==> src/rtl/pdad_pkg.sv <==
// Package for the PWM duty-cycle position decoder.
// Holds shared constants, register indexes and the state types.
// No dependencies.
package pdad_pkg;

    // Defaults for the top-level parameters
    localparam int TIMESTAMP_WIDTH_DEF = 32;
    localparam int FRACTION_BITS_DEF   = 4;

    // Configuration port
    localparam int CFG_W     = 16;
    localparam int CFG_IDX_W = 2;

    localparam logic [CFG_IDX_W-1:0] REG_FULL_SCALE = 2'd0;
    localparam logic [CFG_IDX_W-1:0] REG_OFFSET     = 2'd1;
    localparam logic [CFG_IDX_W-1:0] REG_COUNTS     = 2'd2;

    localparam logic [CFG_W-1:0] FULL_SCALE_RST = 16'd16448;
    localparam logic [CFG_W-1:0] OFFSET_RST     = 16'd32;
    localparam logic [CFG_W-1:0] COUNTS_RST     = 16'd16384;

    // Result fields
    localparam int POS_W      = 20;
    localparam int TICKS_W    = 32;
    localparam int OUT_BITS   = POS_W + 2 * TICKS_W;
    localparam int OUT_DATA_W = ((OUT_BITS + 7) / 8) * 8;

    localparam logic [POS_W-1:0] POS_MAX = 20'hFFFFF;

    // Top-level control
    typedef enum logic [1:0] {
        ST_IDLE,
        ST_CALC,
        ST_HOLD
    } dec_state_t;

    // Multiply-divide sequencer
    typedef enum logic [1:0] {
        MD_IDLE,
        MD_DBL,
        MD_ADD
    } md_state_t;

endpackage

==> src/rtl/pwm_duty_angle_decoder_top.sv <==
// Top level of the PWM duty-cycle position decoder.
// Edge tracking, configuration registers, result register.
// Depends on pdad_pkg and pdad_muldiv.
//
//  Channel | Direction | Transfer                          | Contents
//  s_      | in        | s_tvalid & s_tready               | edge kind, timestamp
//  m_      | out       | m_tvalid & m_tready               | position, high, period
//  cfg_    | in        | cfg_wr_en                         | register index, value
//
// A rising edge only updates the edge tracking. A measured falling edge
// starts the multiply-divide: a doubling step and an add step per multiplier
// bit on the shared modular adder, a registered done flag, then the load of
// the result. s_tready is low during that time and while a finished result
// waits for a full output register. Reset is synchronous, active low.
module pwm_duty_angle_decoder_top #(
    parameter int TIMESTAMP_WIDTH = pdad_pkg::TIMESTAMP_WIDTH_DEF,
    parameter int FRACTION_BITS   = pdad_pkg::FRACTION_BITS_DEF
) (
    input  logic                                     aclk,
    input  logic                                     aresetn,
    // input edges
    input  logic                                     s_tvalid,
    output logic                                     s_tready,
    input  logic [((TIMESTAMP_WIDTH+7)/8)*8-1:0]     s_tdata,  // [TW-1:0] timestamp
    input  logic                                     s_tuser,  // kind: 1 rising, 0 falling
    // results
    output logic                                     m_tvalid,
    input  logic                                     m_tready,
    output logic [pdad_pkg::OUT_DATA_W-1:0]          m_tdata,  // position, high, period
    // configuration
    input  logic                                     cfg_wr_en,
    input  logic [pdad_pkg::CFG_IDX_W-1:0]           cfg_index,
    input  logic [pdad_pkg::CFG_W-1:0]               cfg_wdata
);
    import pdad_pkg::*;

    localparam int TW    = TIMESTAMP_WIDTH;
    localparam int MW    = CFG_W + FRACTION_BITS;
    localparam int CW    = (MW > POS_W) ? MW : POS_W;
    localparam int PAD_W = OUT_DATA_W - OUT_BITS;

    dec_state_t      state_reg, state_next;

    logic [CFG_W-1:0] full_scale_reg;
    logic [CFG_W-1:0] offset_reg;
    logic [CFG_W-1:0] counts_reg;

    logic [TW-1:0]   last_rise_reg;
    logic [TW-1:0]   period_reg;
    logic            seen_rise_reg;
    logic [TW-1:0]   high_reg;

    logic                  m_tvalid_reg;
    logic [OUT_DATA_W-1:0] m_tdata_reg;

    logic [TW-1:0]   ts;
    logic [TW-1:0]   diff;
    logic            in_xfer;
    logic            measure_ok;
    logic            md_start;
    logic            md_done;
    logic [MW-1:0]   md_quot;
    logic            out_free;
    logic            load_out;

    logic [MW-1:0]   mult;
    logic [MW-1:0]   base;
    logic [MW-1:0]   top_v;
    logic [MW-1:0]   pos_sub;
    logic [MW-1:0]   pos_clamp;
    logic [CW-1:0]   pos_ext;
    logic [POS_W-1:0] pos;
    logic [TW+TICKS_W-1:0] high_ext;
    logic [TW+TICKS_W-1:0] period_ext;

    // Edge decode
    assign ts         = s_tdata[TW-1:0];
    assign diff       = ts - last_rise_reg;
    assign in_xfer    = s_tvalid && s_tready;
    assign measure_ok = !s_tuser && seen_rise_reg && (period_reg != '0)
                        && (diff <= period_reg);
    assign out_free   = !m_tvalid_reg || m_tready;

    // Next state
    always_comb begin
        state_next = state_reg;
        unique case (state_reg)
            ST_IDLE: if (in_xfer && measure_ok) state_next = ST_CALC;
            ST_CALC: if (md_done) state_next = out_free ? ST_IDLE : ST_HOLD;
            ST_HOLD: if (out_free) state_next = ST_IDLE;
            default: state_next = ST_IDLE;
        endcase
    end

    // Control outputs
    always_comb begin
        s_tready = 1'b0;
        md_start = 1'b0;
        load_out = 1'b0;
        unique case (state_reg)
            ST_IDLE: begin
                s_tready = aresetn;
                md_start = in_xfer && measure_ok;
            end
            ST_CALC: load_out = md_done && out_free;
            ST_HOLD: load_out = out_free;
            default: ;
        endcase
    end

    // State, edge tracking and configuration registers
    always_ff @(posedge aclk) begin
        if (!aresetn) begin
            state_reg      <= ST_IDLE;
            last_rise_reg  <= '0;
            period_reg     <= '0;
            seen_rise_reg  <= 1'b0;
            full_scale_reg <= FULL_SCALE_RST;
            offset_reg     <= OFFSET_RST;
            counts_reg     <= COUNTS_RST;
        end else begin
            state_reg <= state_next;
            if (in_xfer && s_tuser) begin
                if (seen_rise_reg) period_reg <= diff;
                last_rise_reg <= ts;
                seen_rise_reg <= 1'b1;
            end
            if (cfg_wr_en) begin
                unique case (cfg_index)
                    REG_FULL_SCALE: full_scale_reg <= cfg_wdata;
                    REG_OFFSET:     offset_reg     <= cfg_wdata;
                    REG_COUNTS:     counts_reg     <= cfg_wdata;
                    default: ;
                endcase
            end
        end
    end

    // High time held for the result
    always_ff @(posedge aclk) begin
        if (md_start) high_reg <= diff;
    end

    assign mult = MW'(full_scale_reg) << FRACTION_BITS;

    pdad_muldiv #(.TW(TW), .MW(MW)) u_muldiv (
        .aclk    (aclk),
        .aresetn (aresetn),
        .start   (md_start),
        .mult    (mult),
        .num     (diff),
        .den     (period_reg),
        .done    (md_done),
        .quot    (md_quot)
    );

    // Offset, clamp to one turn, saturate to the field
    assign base      = MW'(offset_reg) << FRACTION_BITS;
    assign top_v     = MW'(counts_reg) << FRACTION_BITS;
    assign pos_sub   = (md_quot > base) ? (md_quot - base) : '0;
    assign pos_clamp = (pos_sub > top_v) ? top_v : pos_sub;
    assign pos_ext   = CW'(pos_clamp);
    assign pos       = (pos_ext > CW'(POS_MAX)) ? POS_MAX : pos_ext[POS_W-1:0];

    assign high_ext   = {{TICKS_W{1'b0}}, high_reg};
    assign period_ext = {{TICKS_W{1'b0}}, period_reg};

    // Output register
    always_ff @(posedge aclk) begin
        if (!aresetn) begin
            m_tvalid_reg <= 1'b0;
        end else if (load_out) begin
            m_tvalid_reg <= 1'b1;
        end else if (m_tready) begin
            m_tvalid_reg <= 1'b0;
        end
    end

    always_ff @(posedge aclk) begin
        if (load_out) begin
            m_tdata_reg <= {{PAD_W{1'b0}}, period_ext[TICKS_W-1:0],
                            high_ext[TICKS_W-1:0], pos};
        end
    end

    assign m_tvalid = m_tvalid_reg;
    assign m_tdata  = m_tdata_reg;

endmodule

==> src/rtl/pdad_modadd.sv <==
// Shared modular add/compare unit of the multiply-divide.
// Computes (r + a) mod den for r < den, a <= den, and flags the wrap.
// Uses pdad_pkg only for house consistency of widths.
module pdad_modadd #(
    parameter int TW = pdad_pkg::TIMESTAMP_WIDTH_DEF
) (
    input  logic [TW-1:0] r_in,
    input  logic [TW-1:0] addend,
    input  logic [TW-1:0] den,
    output logic [TW-1:0] r_out,
    output logic          wrap
);
    import pdad_pkg::*;

    logic [TW:0] sum;
    logic [TW:0] diff;

    // One wide add, then compare against the divisor
    assign sum   = {1'b0, r_in} + {1'b0, addend};
    assign diff  = sum - {1'b0, den};
    assign wrap  = (sum >= {1'b0, den});
    assign r_out = wrap ? diff[TW-1:0] : sum[TW-1:0];

endmodule

==> src/rtl/pdad_muldiv.sv <==
// Serial multiply-divide: q = floor(mult * num / den), num <= den, den != 0.
// A doubling step and an add step per multiplier bit on the shared pdad_modadd unit.
// Depends on pdad_pkg and pdad_modadd.
module pdad_muldiv #(
    parameter int TW = pdad_pkg::TIMESTAMP_WIDTH_DEF,
    parameter int MW = pdad_pkg::CFG_W + pdad_pkg::FRACTION_BITS_DEF
) (
    input  logic          aclk,
    input  logic          aresetn,
    input  logic          start,
    input  logic [MW-1:0] mult,
    input  logic [TW-1:0] num,
    input  logic [TW-1:0] den,
    output logic          done,
    output logic [MW-1:0] quot
);
    import pdad_pkg::*;

    localparam int CNT_W = $clog2(MW);

    md_state_t        state_reg, state_next;
    logic [TW-1:0]    r_reg;
    logic [MW-1:0]    q_reg;
    logic [MW-1:0]    mult_reg;
    logic [TW-1:0]    num_reg;
    logic [TW-1:0]    den_reg;
    logic [CNT_W-1:0] cnt_reg;
    logic             done_reg;

    logic [TW-1:0]    addend;
    logic [TW-1:0]    r_res;
    logic             wrap;
    logic             last_step;

    // Shared unit: doubling step adds r to itself, add step adds num
    assign addend = (state_reg == MD_DBL) ? r_reg : num_reg;

    pdad_modadd #(.TW(TW)) u_modadd (
        .r_in   (r_reg),
        .addend (addend),
        .den    (den_reg),
        .r_out  (r_res),
        .wrap   (wrap)
    );

    assign last_step = (state_reg == MD_ADD) && (cnt_reg == '0);

    // Next state
    always_comb begin
        state_next = state_reg;
        unique case (state_reg)
            MD_IDLE: if (start) state_next = MD_DBL;
            MD_DBL:  state_next = MD_ADD;
            MD_ADD:  state_next = (cnt_reg == '0) ? MD_IDLE : MD_DBL;
            default: state_next = MD_IDLE;
        endcase
    end

    // Control registers
    always_ff @(posedge aclk) begin
        if (!aresetn) begin
            state_reg <= MD_IDLE;
            done_reg  <= 1'b0;
        end else begin
            state_reg <= state_next;
            done_reg  <= last_step;
        end
    end

    // Datapath: remainder, quotient, multiplier bits
    always_ff @(posedge aclk) begin
        unique case (state_reg)
            MD_IDLE: begin
                if (start) begin
                    r_reg    <= '0;
                    q_reg    <= '0;
                    mult_reg <= mult;
                    num_reg  <= num;
                    den_reg  <= den;
                    cnt_reg  <= CNT_W'(MW - 1);
                end
            end
            MD_DBL: begin
                r_reg <= r_res;
                q_reg <= {q_reg[MW-2:0], wrap};
            end
            MD_ADD: begin
                if (mult_reg[MW-1]) begin
                    r_reg <= r_res;
                    q_reg <= q_reg + MW'(wrap);
                end
                mult_reg <= mult_reg << 1;
                cnt_reg  <= cnt_reg - 1'b1;
            end
            default: ;
        endcase
    end

    assign done = done_reg;
    assign quot = q_reg;

endmodule

==> config.mk <==
export PLATFORM = sky130hd
export DESIGN_NAME = pwm_duty_angle_decoder_top
export DESIGN_NICKNAME = d
export VERILOG_FILES = /design/src/rtl/pdad_pkg.sv /design/src/rtl/pwm_duty_angle_decoder_top.sv /design/src/rtl/pdad_modadd.sv /design/src/rtl/pdad_muldiv.sv
export SDC_FILE = /design/constraint.sdc
export NUM_CORES = 1
export LEC_CHECK = 0
export ABC_CLOCK_PERIOD_IN_PS = 27900
export CORE_ASPECT_RATIO = 1.25
export CORE_MARGIN = 2
export CORE_UTILIZATION = 60
export DETAILED_ROUTE_END_ITERATION = 10
export DONT_BUFFER_PORTS = 1
export GPL_ROUTABILITY_DRIVEN = 0
export PLACE_DENSITY = 0.82
export SYNTH_ARGS = -nofsm -noshare
export SYNTH_HDL_FRONTEND = slang
export SYNTH_SLANG_ARGS = --single-unit
==> constraint.sdc <==
create_clock -name aclk -period 27.9 [get_ports aclk]
set_input_delay 5.58 -clock aclk [delete_from_list [all_inputs] [get_ports aclk]]
set_output_delay 5.58 -clock aclk [all_outputs]
set_load 0.005 [all_outputs]
**Word-level counts from Yosys, hierarchy flattened**

Index checks and enable logic that the tools add are counted.

- Equal/unequal tests: 11
- $add $sub $neg: 6
- $lt $le $gt $ge: 5
- Reduce and logical (&&, ||, !) cells: 27
- Mux-type cells: 27

Operator list:

| kind | count |
|---|---|
| $mux 32 | 4 |
| $mux 20 | 5 |
| $pmux 32 s3 | 1 |
| $sub 32x32->32 | 2 |
| $pmux 20 s3 | 1 |
| $gt 20x20->1 | 2 |
| $pmux 20 s2 | 1 |
| $add 32x32->33 | 1 |
| $ge 33x32->1 | 1 |
| $le 32x32->1 | 1 |
| $reduce_bool 32->1 | 1 |
| $add 20x1->20 | 1 |
| $gt 20x20->1 const B | 1 |
| $sub 20x20->20 | 1 |
| $pmux 2 s3 | 2 |
| $reduce_and 2->1 | 6 |
| $mux 2 | 5 |
| $pmux 5 s2 | 1 |
| $logic_and 1x1->1 | 8 |
| $eq 2x1->1 const B | 3 |
| $eq 2x2->1 const B | 3 |
| $logic_not 2->1 | 3 |
| $ne 2x2->1 const B | 3 |
| $reduce_and 3->1 | 2 |
| 10 further kinds | 17 |

- Logic and storage cells: 95
- Bits of input ports: 56
- Output and inout bits: 90
- Bits in registers: 376

**Logic depth before layout (Yosys ltp)**

Gate-level depths: netlist (run 1).

- Depth after elaboration: 8
- Mapped depth: 34
- Depth with buffers taken out: 29

**By module**

Synthesis (run 1) repeated with hierarchy kept, for this count alone.

- Cell total of the unflattened synthesis: 2190
- Area total of the unflattened synthesis: 21877.2 um2

By module, submodules not included:

| module | times used | sequential area each (um2) | cells an instance | area an instance (um2) |
|---|---|---|---|---|
| pwm_duty_angle_decoder_top | 1 | 5805.6 | 1263 | 11994.0 |
| pdad_muldiv | 1 | 4294.1 | 378 | 6033.3 |
| pdad_modadd | 1 | 0.0 | 549 | 3849.9 |

**Worst setup path after synthesis (run 1)**

Ideal clock, no wire load.

- Path type: input to register
- From: input port s_tdata[1]
- To: register u_muldiv.q_reg[0] (netlist: u_muldiv.quot[0]) (enable)
- Stages: 19
- Data required time: 27374 ps
- Arrival time: 12520 ps
- Path slack: 14853 ps
- Path buffers: 0
- Setup time: 526 ps
- Cells stage by stage: ha_1 > nor2b_1 > o31ai_1 > a211oi_1 > o21ai_0 > o21ai_0 > a221oi_1 > o21ai_0 > xor2_1 > ha_1 > a21o_1 > a21o_1 > a21oi_1 > o21ai_0 > a21oi_1 > o21ai_0 > a21o_1 > and2_1 > nor3_1

- Word-level cells in the longest chain between the ends: 7

Ends and longest elaborated chain:

| what | RTL line | RTL |
|---|---|---|
| from (decl) | pwm_duty_angle_decoder_top.sv:24 | `input logic [((TIMESTAMP_WIDTH+7)/8)*8-1:0] s_tdata,` |
| $sub 32x32->32 | pwm_duty_angle_decoder_top.sv:78 | `assign diff = ts - last_rise_reg;` |
| via diff[21] | pwm_duty_angle_decoder_top.sv:57 | `logic [TW-1:0] diff;` |
| $le 32x32->1 | pwm_duty_angle_decoder_top.sv:81 | `&& (diff <= period_reg);` |
| $logic_and 1x1->1 | pwm_duty_angle_decoder_top.sv:81 |  |
| $logic_and 1x1->1 | pwm_duty_angle_decoder_top.sv:103 | `md_start = in_xfer && measure_ok;` |
| $mux 1 | pwm_duty_angle_decoder_top.sv:100 | `unique case (state_reg)` |
| $ne 2x2->1 (no source line) | -- |  |
| $reduce_and 3->1 (no source line) | -- |  |
| to (signal assigned) | pdad_muldiv.sv:85 | `q_reg <= {q_reg[MW-2:0], wrap};` |
| to (signal assigned) | pdad_muldiv.sv:90 | `q_reg <= q_reg + MW'(wrap);` |
| to (decl) | pdad_muldiv.sv:23 | `logic [MW-1:0] q_reg;` |

The timed path passes the listed nets, and every way through them passes these cells.
A chain may end at the register's enable or synchronous reset.

**Final worst setup path (run 1)**

- From: input port aresetn
- To: output port s_tready

- Word-level cells in the longest chain between the ends: 1

Ends and longest elaborated chain:

| what | RTL line | RTL |
|---|---|---|
| from (decl) | pwm_duty_angle_decoder_top.sv:20 | `input logic aresetn,` |
| $mux 1 | pwm_duty_angle_decoder_top.sv:100 |  |
| to (decl) | pwm_duty_angle_decoder_top.sv:23 | `output logic s_tready,` |

No other way between the ends.

==> metrics.txt, run 1 <==
Fin Setup TNS=0 ns; Post CTS Setup Buffer Count=0; Synth cell types=86; HPWL Detailed=38.7 mm; drt total wl=53.0 mm; die area=37600 µm²; Clock power frac=0.421; most frequent cells in the layout=nand2_1 (300), edfxtp_1 (253), inv_1 (168), ha_1 (168), a21oi_1 (122); Sw Pwr=290 µW; f_max=87.9 MHz; vias per cell=6.21; Overflow after GRT=0; WHS Path Cells=0; power density cells=53.5 nW/µm²; Post-Syn Instances=2169; Die Height=216 µm; initial DRC count=1680; Final ANT Viol Nets=0; per-cell routed wire length=20.1 µm; vias=16400; Slew Viols, Final=0; worst hold path class=flip-flop to flip-flop; synthesized area=21600 µm²; status=completed; Data arrival, critical path=5.79 ns; RSZ-0062 raised after global routing=no; fin util=0.655; Yosys reg bits=372; die width=174 µm; CTS H-tree lvls=2; Synth top area share=0.351; Critical Path Stages=1; CP top delay family=simple AND/OR/NAND/NOR gates; Synth warnings=0; Peak VDD IR=0.0507 mV; NumNets Final=2365; slew margin rel.=0.184; Seq pwr share=0.482; clock buffer count from CTS=37; CTS tree=built; Post-synth EDFFs=253; Max Used Layer=met4; Seq/Total Area, Yosys=0.462; endpoints failing hold=0; total placed instance area=21900 µm²; crit-path max FO=122; Area Growth Syn to Fin=7.37%; CP Launch Type=input pin; Final Instance Area=23200 µm²; vias in the first global route=15700; WP buf/inv=0; Post-CTS Resized=0; post-synth top area cell=edfxtp_1; IO Port Bufs=0; slew at the pin closest to its max-slew limit=1.22 ns; I/O pins=146; CP Capture Type=primary output; number of antenna violations at the first check in global routing=0; P_int=952 µW; switching share of total power=0.233; clk sinks=372; worst setup path class=input pin to primary output; Bufs on Longest Clock Path=3; Required @ worst endpoint=22.32 ns; final worst path period share=0.408; Overall Global Routing Usage=0.275; critical path's slowest cell=and2_1; # rows=77; first-pass GRT wire length=82.8 mm; WL met2=25.6 mm; post-route clock skew=0.0153 ns; Area contributors post-synth=edfxtp_1 (35%), dfxtp_1 (11%), ha_1 (9.8%); DRT Pass-1 Iters=6; CP cell instances=and2_1; Synth Flop Type=edfxtp_1; min Tclk post-route=11.37 ns; hold_buf cts=0; Inserted Diodes=0; Initial Util=0.610; clock root buffer=clkbuf_16; Post-Syn Area per Cell=9.97 µm²; routed length on met1=20.7 mm; share of cells above drive strength 1=0.0772; met3 WL=3.80 mm; Leak Pwr=0.00847 µW; Max Cap Violations=0; asr flop ratio synth=0; Largest register FFs=84; most common cell after layout, fill and taps aside=nand2_1; Clock transition at path regs=0.07 ns; FILL cells=2669; core area=35500 µm²; R2R cell count=28; part of the power in combinational logic=0.098; crit-path max cell delay=0.21 ns; clk_lat worst skew=0.55 ns; Final Setup Violations=0; pin count of the biggest net entering global routing=123; DRC Markers=0
-- cells in the mapped netlist, drive strengths merged, types with 24 or more instances --
library cell	n
nor3	24
dfxtp	119
a21boi	98
xor2	30
nand2	300
nor2	119
and3	29
a21o	85
mux2	51
a21oi	122
nand3	45
xnor2	66
inv	169
clkbuf	71
ha	169
edfxtp	253
o21ai	83
nand4	41
-- routing by layer --
metal	up-vias	GRT usage
met2	731	0.468
met5	-	0
met3	173	0.0493
met1	7764	0.334
li1	7703	-
met4	0	0.148
-- metrics by stage --
| step | instances | total power (µW) | hold slack [ns] | setup WS [ns] |
|---|---|---|---|---|
| after floorplan | 2172 | 700 | 0.400 | 14.85 |
| after global placement | 2571 | 721 | 0.403 | 16.56 |
| after detailed placement | 2571 | 727 | 0.405 | 16.54 |
| after CTS | 2638 | 1240 | 0.416 | 16.54 |
| after global routing | 2638 | 1280 | 0.431 | 16.52 |
| final | 2638 | 1240 | 0.414 | 16.53 |
-- power by group through the flow --
stage | logic [µW] | clock network, µW | registers [µW]
final | 121 | 522 | 599
after global placement | 111 | 0 | 610
after detailed placement | 116 | 0 | 611
after CTS | 119 | 525 | 599
after global routing | 134 | 548 | 599
after floorplan | 91.7 | 0 | 609
-- layout make-up --
class / instances / area [µm²] / area share
multi-input combinational: 1542 / 10600 / 0.457
clock buffer: 50 / 1070 / 0.0460
inverter: 169 / 642 / 0.0277
timing repair buffer: 14 / 105 / 0.00453
clock inverter: 17 / 214 / 0.00922
sequential: 372 / 9980 / 0.430
tap: 474 / 593 / 0.0256
-- path summary, 6_finish.rpt --
path,start,slack [ns],endpoint
min,high_reg[29]$_DFFE_PP_,0.41,m_tdata[49]$_DFFE_PP_
max reg2reg,u_muldiv.state_reg[1]$_SDFFE_PN0P_,20.11,u_muldiv.quot[18]$_DFFE_PP_
min reg2reg,high_reg[29]$_DFFE_PP_,0.41,m_tdata[49]$_DFFE_PP_
max,aresetn,16.53,s_tready
-- logic make-up after synthesis --
| family | synth area share |
|---|---|
| AOI/OAI and AO/OA | 0.173 |
| xor gates and xnor gates | 0.0389 |
| adders and majority gates | 0.102 |
| buffers and inverters | 0.0490 |
| DFF | 0.462 |
| muxes | 0.0331 |
| other | 0.000173 |
| and+or+nand+nor | 0.143 |
Power figures use the tool's default switching activity.
==> inputs of run 2 (changes only) <==
--- a/config.mk
+++ b/config.mk
@@ -5,14 +5,15 @@
 export SDC_FILE = /design/constraint.sdc
 export NUM_CORES = 1
 export LEC_CHECK = 0
-export ABC_CLOCK_PERIOD_IN_PS = 27900
+export ABC_AREA = 1
+export ABC_CLOCK_PERIOD_IN_PS = 9500
 export CORE_ASPECT_RATIO = 1.25
 export CORE_MARGIN = 2
-export CORE_UTILIZATION = 60
+export CORE_UTILIZATION = 59
 export DETAILED_ROUTE_END_ITERATION = 10
 export DONT_BUFFER_PORTS = 1
 export GPL_ROUTABILITY_DRIVEN = 0
-export PLACE_DENSITY = 0.82
+export PLACE_DENSITY = 0.84
 export SYNTH_ARGS = -nofsm -noshare
 export SYNTH_HDL_FRONTEND = slang
 export SYNTH_SLANG_ARGS = --single-unit
==> constraint.sdc (replaced) <==
create_clock -name aclk -period 9.5 [get_ports aclk]
set_input_delay 1.9 -clock aclk [delete_from_list [all_inputs] [get_ports aclk]]
set_output_delay 1.9 -clock aclk [all_outputs]
set_load 0.005 [all_outputs]
==> metrics.txt, run 2 <==
share of cells above drive strength 1=0.0353 (-0.0419); pin count of the biggest net entering global routing=90 (-27%); area occupied by multi-input gates=10400 µm² (-1.6%); DRT Pass-1 Iters=6 (unchanged); Largest register FFs=84 (unchanged); clk sinks=372 (unchanged); Synth warnings=0 (unchanged); clock buffer count from CTS=37 (unchanged); HPWL Detailed=44.0 mm (+14%); Seq/Total Area, Yosys=0.451 (-0.0111); Post-Syn Area per Cell=8.00 µm² (-20%); worst hold path class=flip-flop to flip-flop; CP Launch Type=flip-flop; slew margin rel.=0.144 (-0.0397); status=completed; Area contributors post-synth=edfxtp_1 (34%), nand2_1 (11%), dfxtp_1 (11%); Synth top cells by count=nand2_1 (669), inv_1 (383), nor2_1 (291); FILL cells=3062 (+15%); endpoints failing hold=0 (unchanged); asr flop ratio synth=0 (unchanged); die area=39100 µm² (+4.1%); power density cells=381 nW/µm² (+610%); Final Setup Violations=0 (unchanged); f_max=142 MHz; vias=19300 (+18%); CTS tree=built; worst setup path class=flip-flop to flip-flop; DRC Markers=0 (unchanged); # rows=79 (+2.6%); Final ANT Viol Nets=0 (unchanged); die width=177 µm (+2.0%); core area=37200 µm² (+4.8%); vias per cell=5.90 (-4.9%); Post CTS Setup Buffer Count=0 (unchanged); cell repeated most along the worst path=nand2_1; Reg area=9980 µm² (unchanged); hold_buf cts=0 (unchanged); number of antenna violations at the first check in global routing=0 (unchanged); Post-CTS Resized=0 (unchanged); Initial Util=0.596 (-0.0137); Overall Global Routing Usage=0.304 (+0.0289); slew at the pin closest to its max-slew limit=1.28 ns (+0.0565 ns); post-route clock skew=0.0182 ns (+0.00291 ns); post-synth top area cell=edfxtp_1; CTS H-tree lvls=2 (unchanged); Yosys reg bits=372 (unchanged); synthesized area=22100 µm² (+2.5%); RSZ-0062 raised after global routing=no; first-pass GRT wire length=94.0 mm (+14%); CP Capture Type=flip-flop; most common cell in the netlist=nand2_1; Inserted Diodes=0 (unchanged); most frequent cells in the layout=nand2_1 (669), inv_1 (383), nor2_1 (289); Post-Syn Instances=2769 (+28%); Die Height=221 µm (+2.0%); I/O pins=146 (unchanged); Leak Pwr=0.0102 µW (+21%); fin cells=3266 (+24%); Required @ worst endpoint=9.77 ns (-12.55 ns); Fin Setup TNS=0 ns (unchanged); Area Growth Syn to Fin=7.55%; Data arrival, critical path=7.32 ns (+1.53 ns); Synth cell types=50 (-42%); crit-path max cell delay=0.68 ns (+0.47 ns); Bufs on Longest Clock Path=3 (unchanged); drt total wl=59.6 mm (+12%); Peak VDD IR=0.232 mV (+360%); final worst path period share=0.743; clock root buffer=clkbuf_16; min Tclk post-route=7.06 ns; clk_lat worst skew=0.56 ns (about the same); initial DRC count=2045 (+22%); Max Cap Violations=0 (unchanged); vias in the first global route=18800 (+19%); Clock transition at path regs=0.07 ns (about the same); crit-path max FO=32 (-74%); IO Port Bufs=0 (unchanged); Post-synth EDFFs=253 (unchanged); critical path's slowest cell=inv_1; placed instance count=3198 (+24%); NumNets Final=2980 (+26%); Synth top area share=0.343 (-0.00848); most common cell after layout, fill and taps aside=nand2_1; Overflow after GRT=0 (unchanged); Synth Flop Type=edfxtp_1; per-cell routed wire length=18.2 µm (-9.3%); Slew Viols, Final=0 (unchanged)
run 2: cell types whose count changed after synthesis, sizes merged, moves of 61 or more:
cell and change:
nand2 +369, inv +218, nor2 +177, a21oi +152
o21ai +108, a21boi -93, a21o -71, nand3 +61
run 2: area by class of cell:
cell class / count / share of cell area
repair buffers: 8 / 0.00252
clock inverters: 21 / 0.0109
clock buffers: 47 / 0.0426
inverters: 388 / 0.0611
multi-input cells: 1944 / 0.438
flip-flops and latches: 372 / 0.419
well taps: 486 / 0.0255
run 2: worst paths after layout:
path                                                    startpoint                           to  slack (ns)  cells past startpoint
worst max-delay path            u_muldiv.state_reg[1]$_SDFFE_PN0P_  u_muldiv.quot[14]$_DFFE_PP_        2.44                     35
worst min-delay path                        high_reg[20]$_DFFE_PP_        m_tdata[40]$_DFFE_PP_        0.41                      0
worst max register to register  u_muldiv.state_reg[1]$_SDFFE_PN0P_  u_muldiv.quot[14]$_DFFE_PP_        2.44                     35
worst min register to register              high_reg[20]$_DFFE_PP_        m_tdata[40]$_DFFE_PP_        0.41                      0
run 2: per-layer routing:
| metal | global-route usage | vias up | wire, µm |
|---|---|---|---|
| met2 | 0.505 | 1049 | 27900 |
| met3 | 0.0512 | 248 | 5440 |
| met5 | 0 | - | 0 |
| met4 | 0.186 | 0 | 3880 |
| li1 | - | 9112 | - |
| met1 | 0.371 | 8870 | 22300 |
run 2: cell families after synthesis:
kind of cell / after synthesis / share of synthesized area
AND/OR/NAND/NOR: 1159 / 0.212
AO/OA/AOI/OAI: 531 / 0.128
buffers and inverters: 456 / 0.0799
flip-flops: 372 / 0.451
adder cells (fa/ha/maj): 173 / 0.0991
XOR/XNOR: 77 / 0.0304
other: 1 / 0.000169
run 2: critical path, delay by kind of cell, from the launching register on:
kind            cells  cell delay [ns]
simple gates       20             3.02
fa+ha+maj           5             1.31
compound gates      7             1.06
buf+inv             2             0.77
flops               1             0.40
xor+xnor            1             0.19
run 2: metrics by stage:
stage	setup WS (ns)	hold slack, ns	power (µW)	cell area (µm²)	utilization
after floorplan	0.896	0.400	6170	22200	-
after global placement	3.01	0.401	7170	22500	0.607
after detailed placement	2.72	0.409	7330	22500	0.607
after CTS	2.62	0.416	8930	23800	0.641
after global routing	1.76	0.421	9750	23800	0.641
final	2.44	0.414	9080	23800	0.641
run 2: power by group:
group / switching [µW] / internal, µW / total [µW]
logic: 3500 / 1710 / 5210
registers: 193 / 2130 / 2330
clock network: 659 / 881 / 1540
==> inputs of run 3 (changes only) <==
--- a/config.mk
+++ b/config.mk
@@ -6,14 +6,14 @@
 export NUM_CORES = 1
 export LEC_CHECK = 0
 export ABC_AREA = 1
-export ABC_CLOCK_PERIOD_IN_PS = 9500
+export ABC_CLOCK_PERIOD_IN_PS = 6530
 export CORE_ASPECT_RATIO = 1.25
 export CORE_MARGIN = 2
-export CORE_UTILIZATION = 59
+export CORE_UTILIZATION = 60
 export DETAILED_ROUTE_END_ITERATION = 10
 export DONT_BUFFER_PORTS = 1
 export GPL_ROUTABILITY_DRIVEN = 0
-export PLACE_DENSITY = 0.84
+export PLACE_DENSITY = 0.82
 export SYNTH_ARGS = -nofsm -noshare
 export SYNTH_HDL_FRONTEND = slang
 export SYNTH_SLANG_ARGS = --single-unit
==> constraint.sdc (replaced) <==
create_clock -name aclk -period 6.53 [get_ports aclk]
set_input_delay 1.306 -clock aclk [delete_from_list [all_inputs] [get_ports aclk]]
set_output_delay 1.306 -clock aclk [all_outputs]
set_load 0.005 [all_outputs]
==> metrics.txt, run 3 (synthesis gave the netlist of run 2 again) <==
Peak VDD IR=0.324 mV (+40%); worst setup path class=flip-flop to flip-flop; HPWL Detailed=43.8 mm (-0.47%); critical path's slowest cell=ha_1; Clock transition at path regs=0.07 ns (about the same); post-route clock skew=0.0146 ns (-0.00359 ns); part of the power in combinational logic=0.585 (+0.011); Fin Setup TNS=0 ns (unchanged); Slew Viols, Final=0 (unchanged); Largest register FFs=84 (unchanged); number of antenna violations at the first check in global routing=0 (unchanged); pin count of the biggest net entering global routing=90 (unchanged); Die Height=219 µm (-0.82%); Max Cap Violations=0 (unchanged); first-pass GRT wire length=92.9 mm (-1.2%); crit-path max cell delay=0.37 ns (-0.31 ns); initial DRC count=2186 (+6.9%); core area=36300 µm² (-2.3%); Bufs on Longest Clock Path=3 (unchanged); Leak Pwr=0.0102 µW (about the same); per-cell routed wire length=18.1 µm (-0.93%); Required @ worst endpoint=6.79 ns (-2.98 ns); worst hold path class=flip-flop to flip-flop; min Tclk post-route=5.99 ns (-1.07 ns); FILL cells=2847 (-7.0%); DRT Pass-1 Iters=6 (unchanged); NumNets Final=2988 (+0.27%); vias in the first global route=18200 (-3.0%); CP Capture Type=flip-flop; clock root buffer=clkbuf_16; CP Launch Type=flip-flop; Seq pwr share=0.255 (about the same); hold_buf cts=0 (unchanged); vias=19200 (-0.35%); P_int=6820 µW (+44%); switching share of total power=0.483 (+0.00383); fin util=0.658 (+0.0172); slew at the pin closest to its max-slew limit=1.18 ns (-0.102 ns); clk sinks=372 (unchanged); clock buffer count from CTS=37 (unchanged); vias per cell=5.88 (-0.41%); f_max=167 MHz (+18%); # rows=78 (-1.3%); I/O pins=146 (unchanged); drt total wl=59.0 mm (-0.87%); CTS tree=built; endpoints failing hold=0 (unchanged); Overflow after GRT=0 (unchanged); share of cells above drive strength 1=0.0420 (+0.00671); Overall Global Routing Usage=0.304 (-0.000743); RSZ-0062 raised after global routing=no; status=completed; CTS H-tree lvls=2 (unchanged); slew margin rel.=0.214 (+0.0695); clk_lat worst skew=0.54 ns (-0.02 ns); Final ANT Viol Nets=0 (unchanged); Sw Pwr=6380 µW (+47%); Inserted Diodes=0 (unchanged); DRC Markers=0 (unchanged); Area Growth Syn to Fin=7.87%; crit-path max FO=21 (-34%); die width=176 µm (-0.82%); power density cells=552 nW/µm² (+45%); IO Port Bufs=0 (unchanged); final worst path period share=0.917 (+0.174); Clock power frac=0.160 (-0.010); Final Setup Violations=0 (unchanged); die area=38500 µm² (-1.6%); most frequent cells in the layout=nand2_1 (667), inv_1 (382), nor2_1 (284); most common cell after layout, fill and taps aside=nand2_1; Initial Util=0.610 (+0.0141); Data arrival, critical path=6.24 ns (-1.08 ns); cell repeated most along the worst path=nand2_1; Tot Pwr=13200 µW (+45%)
==> run 3: changes by cell type in the layout (fill, tap and decap cells not counted), sizes merged <==
cell	previous run	this run
buf	8	15
inv	393	388
clkinv	7	11
bufinv	4	2
clkbuf	47	49
clkinvlp	5	7
==> run 3: cell type report <==
type	count	area (µm²)	area share
clock inverter	19	198	0.00827
timing repair buffer	15	133	0.00555
inverter	388	1460	0.0611
multi-input combinational	1944	10500	0.440
tap	480	601	0.0251
sequential	372	9980	0.418
clock buffer	49	1010	0.0423
timing repair inverter	1	7.51	0.000314
==> run 3: repair_timing <==
item                                    CTS  global route
resized for setup                         0            22
endpoints found under the setup margin    0             9
buffers inserted                          0             0
==> run 3: power groups by stage <==
stage | clock (µW) | sequential, µW | combinational (µW)
6_report | 2110 | 3370 | 7720
5_1_grt | 2220 | 3410 | 8580
4_1_cts | 2130 | 3360 | 7420
3_5_place_dp | 0 | 3400 | 7350
3_3_place_gp | 0 | 3390 | 7150
2_1_floorplan | 0 | 3320 | 5660
==> run 3: path summary, 6_finish.rpt <==
kind	startpoint	end	slack, ns	cells past startpoint
worst min register to register	high_reg[31]$_DFFE_PP_	m_tdata[51]$_DFFE_PP_	0.41	0
worst min-delay path	high_reg[31]$_DFFE_PP_	m_tdata[51]$_DFFE_PP_	0.41	0
worst max register to register	u_muldiv.state_reg[1]$_SDFFE_PN0P_	u_muldiv.quot[14]$_DFFE_PP_	0.54	37
worst max-delay path	u_muldiv.state_reg[1]$_SDFFE_PN0P_	u_muldiv.quot[14]$_DFFE_PP_	0.54	37
==> run 3: metrics by stage <==
step           instance area [µm²]  worst slack, ns  cells  hold WS [ns]
2_1_floorplan                22200            0.110   2772         0.400
3_3_place_gp                 22600            0.596   3199         0.401
3_5_place_dp                 22600            0.338   3199         0.405
4_1_cts                      23800            0.300   3267         0.414
5_1_grt                      23900           0.0183   3268         0.425
6_report                     23900            0.544   3268         0.411
==> run 3: critical path, delay by kind of cell, from the launching register on <==
kind	cells	cell delay (ns)
simple gates	18	2.13
fa+ha+maj	5	1.39
compound gates	6	0.93
buf+inv	8	0.89
flops	1	0.34
==> run 3: metal layers <==
| layer | part of all wire | GRT usage | vias up |
|---|---|---|---|
| li1 | - | - | 9121 |
| met1 | 0.39 | 0.385 | 8772 |
| met2 | 0.45 | 0.494 | 1065 |
| met3 | 0.095 | 0.0627 | 253 |
| met4 | 0.059 | 0.154 | 0 |
| met5 | 0 | 0 | - |
